--- src/rtl/pgphdr_pkg.sv ---
// Shared types and constants for the packet header parser.
`timescale 1ns / 1ps

package pgphdr_pkg;

	typedef enum logic [2:0] {
		PH_TAG     = 3'b001,
		PH_LEAD    = 3'b010,
		PH_COLLECT = 3'b100
	} phase_t;

	typedef logic [1:0] status_t;

	localparam status_t ST_OK     = 2'd0;
	localparam status_t ST_ZERO   = 2'd1;
	localparam status_t ST_UNSUP  = 2'd2;
	localparam status_t ST_RANGE  = 2'd3;

	localparam logic [7:0] TAG_NEW_BIT   = 8'h40;
	localparam logic [7:0] TAG_NEW_TYPE  = 8'h3F;
	localparam logic [7:0] TAG_OLD_TYPE  = 8'h3C;
	localparam logic [7:0] TAG_OLD_LTYPE = 8'h03;
	localparam logic [7:0] LEN_TWO_LO    = 8'd192;
	localparam logic [7:0] LEN_PART_LO   = 8'd224;
	localparam logic [7:0] LEN_FIVE      = 8'd255;

	localparam logic [1:0] OLD_LEN1 = 2'd0;
	localparam logic [1:0] OLD_LEN2 = 2'd1;
	localparam logic [1:0] OLD_LEN4 = 2'd2;

	typedef struct packed {
		phase_t      phase;
		logic [2:0]  bytes_left;
		logic [31:0] length_accum;
		logic        format_flag;
		logic [5:0]  type_field;
		logic        two_octet_mode;
	} parse_state_t;

	typedef struct packed {
		logic        is_new_format;
		logic [5:0]  packet_type;
		logic [31:0] body_length;
		status_t     status;
	} hdr_result_t;

	localparam parse_state_t STATE_RESET = '{
		phase:          PH_TAG,
		bytes_left:     3'd0,
		length_accum:   32'd0,
		format_flag:    1'b0,
		type_field:     6'd0,
		two_octet_mode: 1'b0
	};

endpackage

--- src/rtl/pgp_packet_header_parser.sv ---
// Top level: input beat register, header decode, result register.
// out_valid rises when the decode of a header's last beat is loaded into the result register.
// Throughput: one stream byte per cycle while the result side keeps up.
// A result holds in the output register until taken; one beat then waits and input stalls.
// Reset (arst_n low, asynchronous) empties both registers and returns to the tag phase.
`timescale 1ns / 1ps

module pgp_packet_header_parser (
	input  logic        clk,
	input  logic        arst_n,
	input  logic        in_valid,
	output logic        in_ready,
	input  logic [7:0]  stream_byte,
	output logic        out_valid,
	input  logic        out_ready,
	output logic        is_new_format,
	output logic [5:0]  packet_type,
	output logic [31:0] body_length,
	output logic [1:0]  status
);
	import pgphdr_pkg::*;

	logic         valid_s1;
	logic [7:0]   byte_s1;
	parse_state_t state_q;
	parse_state_t state_nxt;
	logic         done;
	hdr_result_t  res;
	logic         out_valid_q;
	hdr_result_t  result_q;
	logic         advance;

	assign advance  = !out_valid_q || out_ready;
	assign in_ready = !valid_s1 || advance;

	pgphdr_step u_step (
		.cur     (state_q),
		.byte_in (byte_s1),
		.nxt     (state_nxt),
		.done    (done),
		.result  (res)
	);

	always_ff @(posedge clk or negedge arst_n) begin
		if (!arst_n) begin
			valid_s1    <= 1'b0;
			state_q     <= STATE_RESET;
			out_valid_q <= 1'b0;
		end else begin
			if (in_ready) begin
				valid_s1 <= in_valid;
			end
			if (valid_s1 && advance) begin
				state_q <= state_nxt;
			end
			if (advance) begin
				out_valid_q <= valid_s1 && done;
			end
		end
	end

	always_ff @(posedge clk) begin
		if (in_ready) begin
			byte_s1 <= stream_byte;
		end
		if (advance) begin
			result_q <= res;
		end
	end

	assign out_valid     = out_valid_q;
	assign is_new_format = result_q.is_new_format;
	assign packet_type   = result_q.packet_type;
	assign body_length   = result_q.body_length;
	assign status        = result_q.status;

endmodule

--- src/rtl/pgphdr_step.sv ---
// Per-beat header decode: next parser state and the finished header.
`timescale 1ns / 1ps

module pgphdr_step (
	input  pgphdr_pkg::parse_state_t cur,
	input  logic [7:0]               byte_in,
	output pgphdr_pkg::parse_state_t nxt,
	output logic                     done,
	output pgphdr_pkg::hdr_result_t  result
);
	import pgphdr_pkg::*;

	logic [31:0]  len;
	status_t      st;
	logic [31:0]  shifted;
	logic [16:0]  two_len;
	logic [2:0]   left_dec;

	assign shifted  = {cur.length_accum[23:0], byte_in};
	assign two_len  = {1'b0, cur.length_accum[7:0], 8'd0} + {9'd0, byte_in}
		+ {9'd0, LEN_TWO_LO};
	assign left_dec = (cur.bytes_left != 3'd0) ? cur.bytes_left - 3'd1 : 3'd0;

	always_comb begin
		nxt  = cur;
		done = 1'b0;
		len  = 32'd0;
		st   = ST_OK;
		case (cur.phase)
			PH_LEAD: begin
				if (byte_in < LEN_TWO_LO) begin
					done = 1'b1;
					len  = {24'd0, byte_in};
				end else if (byte_in < LEN_PART_LO) begin
					nxt.length_accum   = {24'd0, byte_in - LEN_TWO_LO};
					nxt.bytes_left     = 3'd1;
					nxt.two_octet_mode = 1'b1;
					nxt.phase          = PH_COLLECT;
				end else if (byte_in == LEN_FIVE) begin
					nxt.length_accum   = 32'd0;
					nxt.bytes_left     = 3'd4;
					nxt.two_octet_mode = 1'b0;
					nxt.phase          = PH_COLLECT;
				end else begin
					done = 1'b1;
					st   = ST_UNSUP;
				end
			end
			PH_COLLECT: begin
				if (cur.two_octet_mode) begin
					done = 1'b1;
					len  = {15'd0, two_len};
				end else begin
					nxt.length_accum = shifted;
					nxt.bytes_left   = left_dec;
					if (left_dec == 3'd0) begin
						done = 1'b1;
						len  = shifted;
					end
				end
			end
			default: begin
				// tag byte; bit 7 ignored
				nxt.length_accum   = 32'd0;
				nxt.two_octet_mode = 1'b0;
				if ((byte_in & TAG_NEW_BIT) != 8'd0) begin
					nxt.format_flag = 1'b1;
					nxt.type_field  = byte_in[5:0] & TAG_NEW_TYPE[5:0];
					nxt.bytes_left  = 3'd0;
					nxt.phase       = PH_LEAD;
				end else begin
					nxt.format_flag = 1'b0;
					nxt.type_field  = {2'd0, byte_in[5:2] & TAG_OLD_TYPE[5:2]};
					nxt.phase       = PH_COLLECT;
					case (byte_in[1:0] & TAG_OLD_LTYPE[1:0])
						OLD_LEN1: nxt.bytes_left = 3'd1;
						OLD_LEN2: nxt.bytes_left = 3'd2;
						OLD_LEN4: nxt.bytes_left = 3'd4;
						default: begin
							done = 1'b1;
							st   = ST_UNSUP;
						end
					endcase
				end
			end
		endcase

		result.is_new_format = nxt.format_flag;
		result.packet_type   = nxt.type_field;
		result.body_length   = len;
		result.status        = st;
		if (st == ST_UNSUP) begin
			result.body_length = 32'd0;
		end else if (len == 32'd0) begin
			result.status = ST_ZERO;
		end else if (len[31]) begin
			result.status = ST_RANGE;
		end

		if (done) begin
			nxt.phase          = PH_TAG;
			nxt.bytes_left     = 3'd0;
			nxt.length_accum   = 32'd0;
			nxt.two_octet_mode = 1'b0;
		end
	end

endmodule
--- config.mk ---
export PLATFORM = sky130hd
export DESIGN_NAME = pgp_packet_header_parser
export DESIGN_NICKNAME = d
export VERILOG_FILES = /design/src/rtl/pgphdr_pkg.sv /design/src/rtl/pgp_packet_header_parser.sv /design/src/rtl/pgphdr_step.sv
export SDC_FILE = /design/constraint.sdc
export NUM_CORES = 1
export LEC_CHECK = 0
export ABC_AREA = 1
export BUFFER_PORTS_ARGS = -buffer_cell sky130_fd_sc_hd__clkbuf_2
export CORE_ASPECT_RATIO = 1.5
export CORE_MARGIN = 5
export CORE_UTILIZATION = 60
export CTS_BUF_LIST = sky130_fd_sc_hd__clkbuf_8
export DETAILED_ROUTE_END_ITERATION = 12
export GPL_ROUTABILITY_DRIVEN = 0
export HOLD_SLACK_MARGIN = 0.1
export PLACE_DENSITY_LB_ADDON = 0.2
export SLEW_MARGIN = 20
export SYNTH_ARGS = -nofsm -noshare
export SYNTH_HDL_FRONTEND = slang
export SYNTH_SLANG_ARGS = --single-unit
--- constraint.sdc ---
create_clock -name clk -period 3.2 [get_ports clk]
set_clock_uncertainty 0.15 [all_clocks]
set_input_delay 0.16 -clock clk [delete_from_list [all_inputs] [get_ports clk]]
set_output_delay 0.16 -clock clk [all_outputs]
set_load 0.01 [all_outputs]
==> results.sh <==
export IMPL_ys_ff_latch=89
export IMPL_finalWirelength_mm=9.41
export IMPL_antenna_diode_count=0
export IMPL_placed_cell_area_mm2=0.00460
export IMPL_grtUsageMet3=0.0454
export IMPL_cp_max_fo=15
export IMPL_maxCapViolCount=0
export IMPL_avgSynthCellArea_um2=9.28
export IMPL_slew_violations=0
export IMPL_cts_tree="yes"
export IMPL_dr_total_vias=3352
export IMPL_drtPass1Iterations=4
export IMPL_peakVddDrop_v=0.000577
export IMPL_grt_busiest_layer="met2"
export IMPL_tightestPinTransition_ps=926
export IMPL_place_ws_ps=840
export IMPL_ys_flop_type="edfxtp_1"
export IMPL_cts_htree_levels=3
export IMPL_groute_usage_overall=0.230
export IMPL_yosysWarnings=0
export IMPL_cp_required_ps=3340
export IMPL_cts_setup_buffers=0
export IMPL_clockBufferDepth=2
export IMPL_portBuffers=54
export IMPL_grt_ovfl_total=0
export IMPL_synth_nets=482
export IMPL_io_pins=55
export IMPL_gr_usage_met2=0.395
export IMPL_leakagePower_nw=2.45
export IMPL_fin_area_mm2=0.00491
export IMPL_worst_slack_ps=823
export IMPL_num_nets_final=547
export IMPL_end_kind="flop"
export IMPL_synth_seq_area_share=0.580
export IMPL_synth_top_cell_area_share=0.345
export IMPL_status="complete, no violations"
export IMPL_synth_enable_flop_cells=49
export IMPL_syn_inst=460
export IMPL_powerDensity_mw_per_mm2=888
export IMPL_syn_to_final_growth_pct=15.0
export IMPL_clock_latency_ps=370
export IMPL_period_share=0.743
export IMPL_hp_class="primary input to flop"
export IMPL_clk_pin_slew_ps=80
export IMPL_hpwl_mm=6.69
export IMPL_hold_viol=0
export IMPL_rsz0062_at_grt="false"
export IMPL_cts_sinks=89
export IMPL_grt_pass1_wl_mm=15.6
export IMPL_cts_made_buffers=9
export IMPL_ctsRootBufferMaster="clkbuf_8"
export IMPL_async_reset_ff_frac=0.449
export IMPL_clock_fmax_mhz=421
export IMPL_synth_area_leaders="edfxtp_1, dfrtp_1, nand2_1"
export IMPL_stdcell_count=608
export IMPL_grt_max_degree=47
export IMPL_slew_headroom=0.383
export IMPL_rows=37
export IMPL_use_met1=0.262
export IMPL_dp_cells=582
export IMPL_grt_pass1_vias=3318
export IMPL_fin_setup_tns_ps=0
export IMPL_dieArea_mm2=0.00893
export IMPL_period_minus_slack_ps=2380
export IMPL_yosysUniqueCellTypes=33
export IMPL_fp_dieW_um=78.9
export IMPL_worst_setup_path_type="flop to flop"
export IMPL_ant_nets=0
export IMPL_final_util=0.711
export IMPL_worst_ep_arrival_time_ps=2520
export IMPL_setup_violations=0
export IMPL_synth_largest_area_cell="edfxtp_1"
export IMPL_synth_area_mm2=0.00427
export IMPL_drt_iter0_markers=252
export IMPL_viasPerCell=5.51
export IMPL_drcViolationCount=0
export IMPL_drive_gt1_frac=0.189
export IMPL_antenna_found_initial=0
export IMPL_initial_core_util=0.619
export IMPL_core_area_mm2=0.00690
export IMPL_die_y_um=113
export IMPL_wl_per_cell_um=15.5
export IMPL_critPathLaunchType="flop"
Yosys cell counts, types with 2 or more instances:
cell type  number
a21oi_1         3
buf_2           2
buf_4           2
clkbuf_1        8
dfrtp_1        39
edfxtp_1       49
ha_1           10
inv_1          67
inv_2           6
nand2_1        98
nand2_2         8
nand2_4         3
nand3_1        34
nand3_2         2
nand4_1         3
nor2_1         38
nor2_2          3
nor3_1         15
o211ai_1        7
o21ai_0        32
o21ai_1        12
o22ai_1         8
kinds of logic after synthesis:
| kind of cell | share of synthesized area |
|---|---|
| AND/OR/NAND/NOR | 0.225 |
| flip-flops | 0.580 |
| buffers and inverters | 0.0815 |
| AO/OA/AOI/OAI | 0.0841 |
| adder cells (fa/ha/maj) | 0.0293 |
registers in the layout, indices dropped and copies added, names as in the netlist:
signal and cells:
valid_s1 1, byte_s1 8, body_length 32, state_q 38, packet_type 6, is_new_format 1
status 2, out_valid 1
critical path, stage by stage (launching register included):
cell	delay, ps
edfxtp_1	590
ha_1	320
nand2_1	70
inv_1	50
nand3_1	150
nor2_2	80
nor2_4	160
nand2_4	100
inv_2	240
nand2_2	120
nand2_4	110
nand3_1	80
o21ai_0	100
stage by stage:
stage,hold slack (ps),total power [W]
global placement,187,0.00350
floorplan,-286,0.00301
global route,225,0.00466
detailed placement,189,0.00354
finish,185,0.00436
CTS,178,0.00436
cells in the final DEF (no fill, tap or decap), drive strengths merged, types with 7 or more instances in the layout:
cell,instances
clkbuf,62
dfrtp,39
dlygate4sd3,10
edfxtp,49
ha,10
inv,73
nand2,109
nand3,36
nor2,43
nor3,15
o211ai,7
o21ai,44
o22ai,8
layout make-up:
cell class / instances / area [um^2]
flip-flops and latches: 89 / 2470
fillers: 516 / 1990
multi-input cells: 283 / 1450
repair buffers: 68 / 400
inverters: 74 / 278
clock buffers: 9 / 124
well taps: 78 / 97.6
clock inverters: 7 / 85.1
metal layers:
layer	up-vias	share of wire
met3	31	0.055
met1	1551	0.36
met2	134	0.53
met4	0	0.048
li1	1636	-
met5	-	0
path summary, 6_finish.rpt:
path                             from          end  slack [ps]  cells after the start
setup reg to reg           byte_s1[6]  state_q[12]         820                     12
hold reg to reg            state_q[1]   state_q[1]         340                      2
setup / recovery           byte_s1[6]  state_q[12]         820                     12
hold / removal              out_ready   state_q[3]         180                      6
max in group asynchronous      arst_n   state_q[1]        2000                      2
min in group asynchronous      arst_n    out_valid         310                      2
where the power goes:
| group | total, W | internal, W | switching [W] |
|---|---|---|---|
| clock | 0.000816 | 0.000431 | 0.000385 |
| sequential | 0.00181 | 0.00162 | 0.000185 |
| combinational | 0.00173 | 0.000513 | 0.00122 |
| total | 0.00436 | 0.00257 | 0.00179 |
timing repair:
item                      CTS  global route
hold endpoints to repair   48             0
resized for setup           0             0
hold buffers               10             0
No activity file was read; power rests on OpenSTA's default activity.
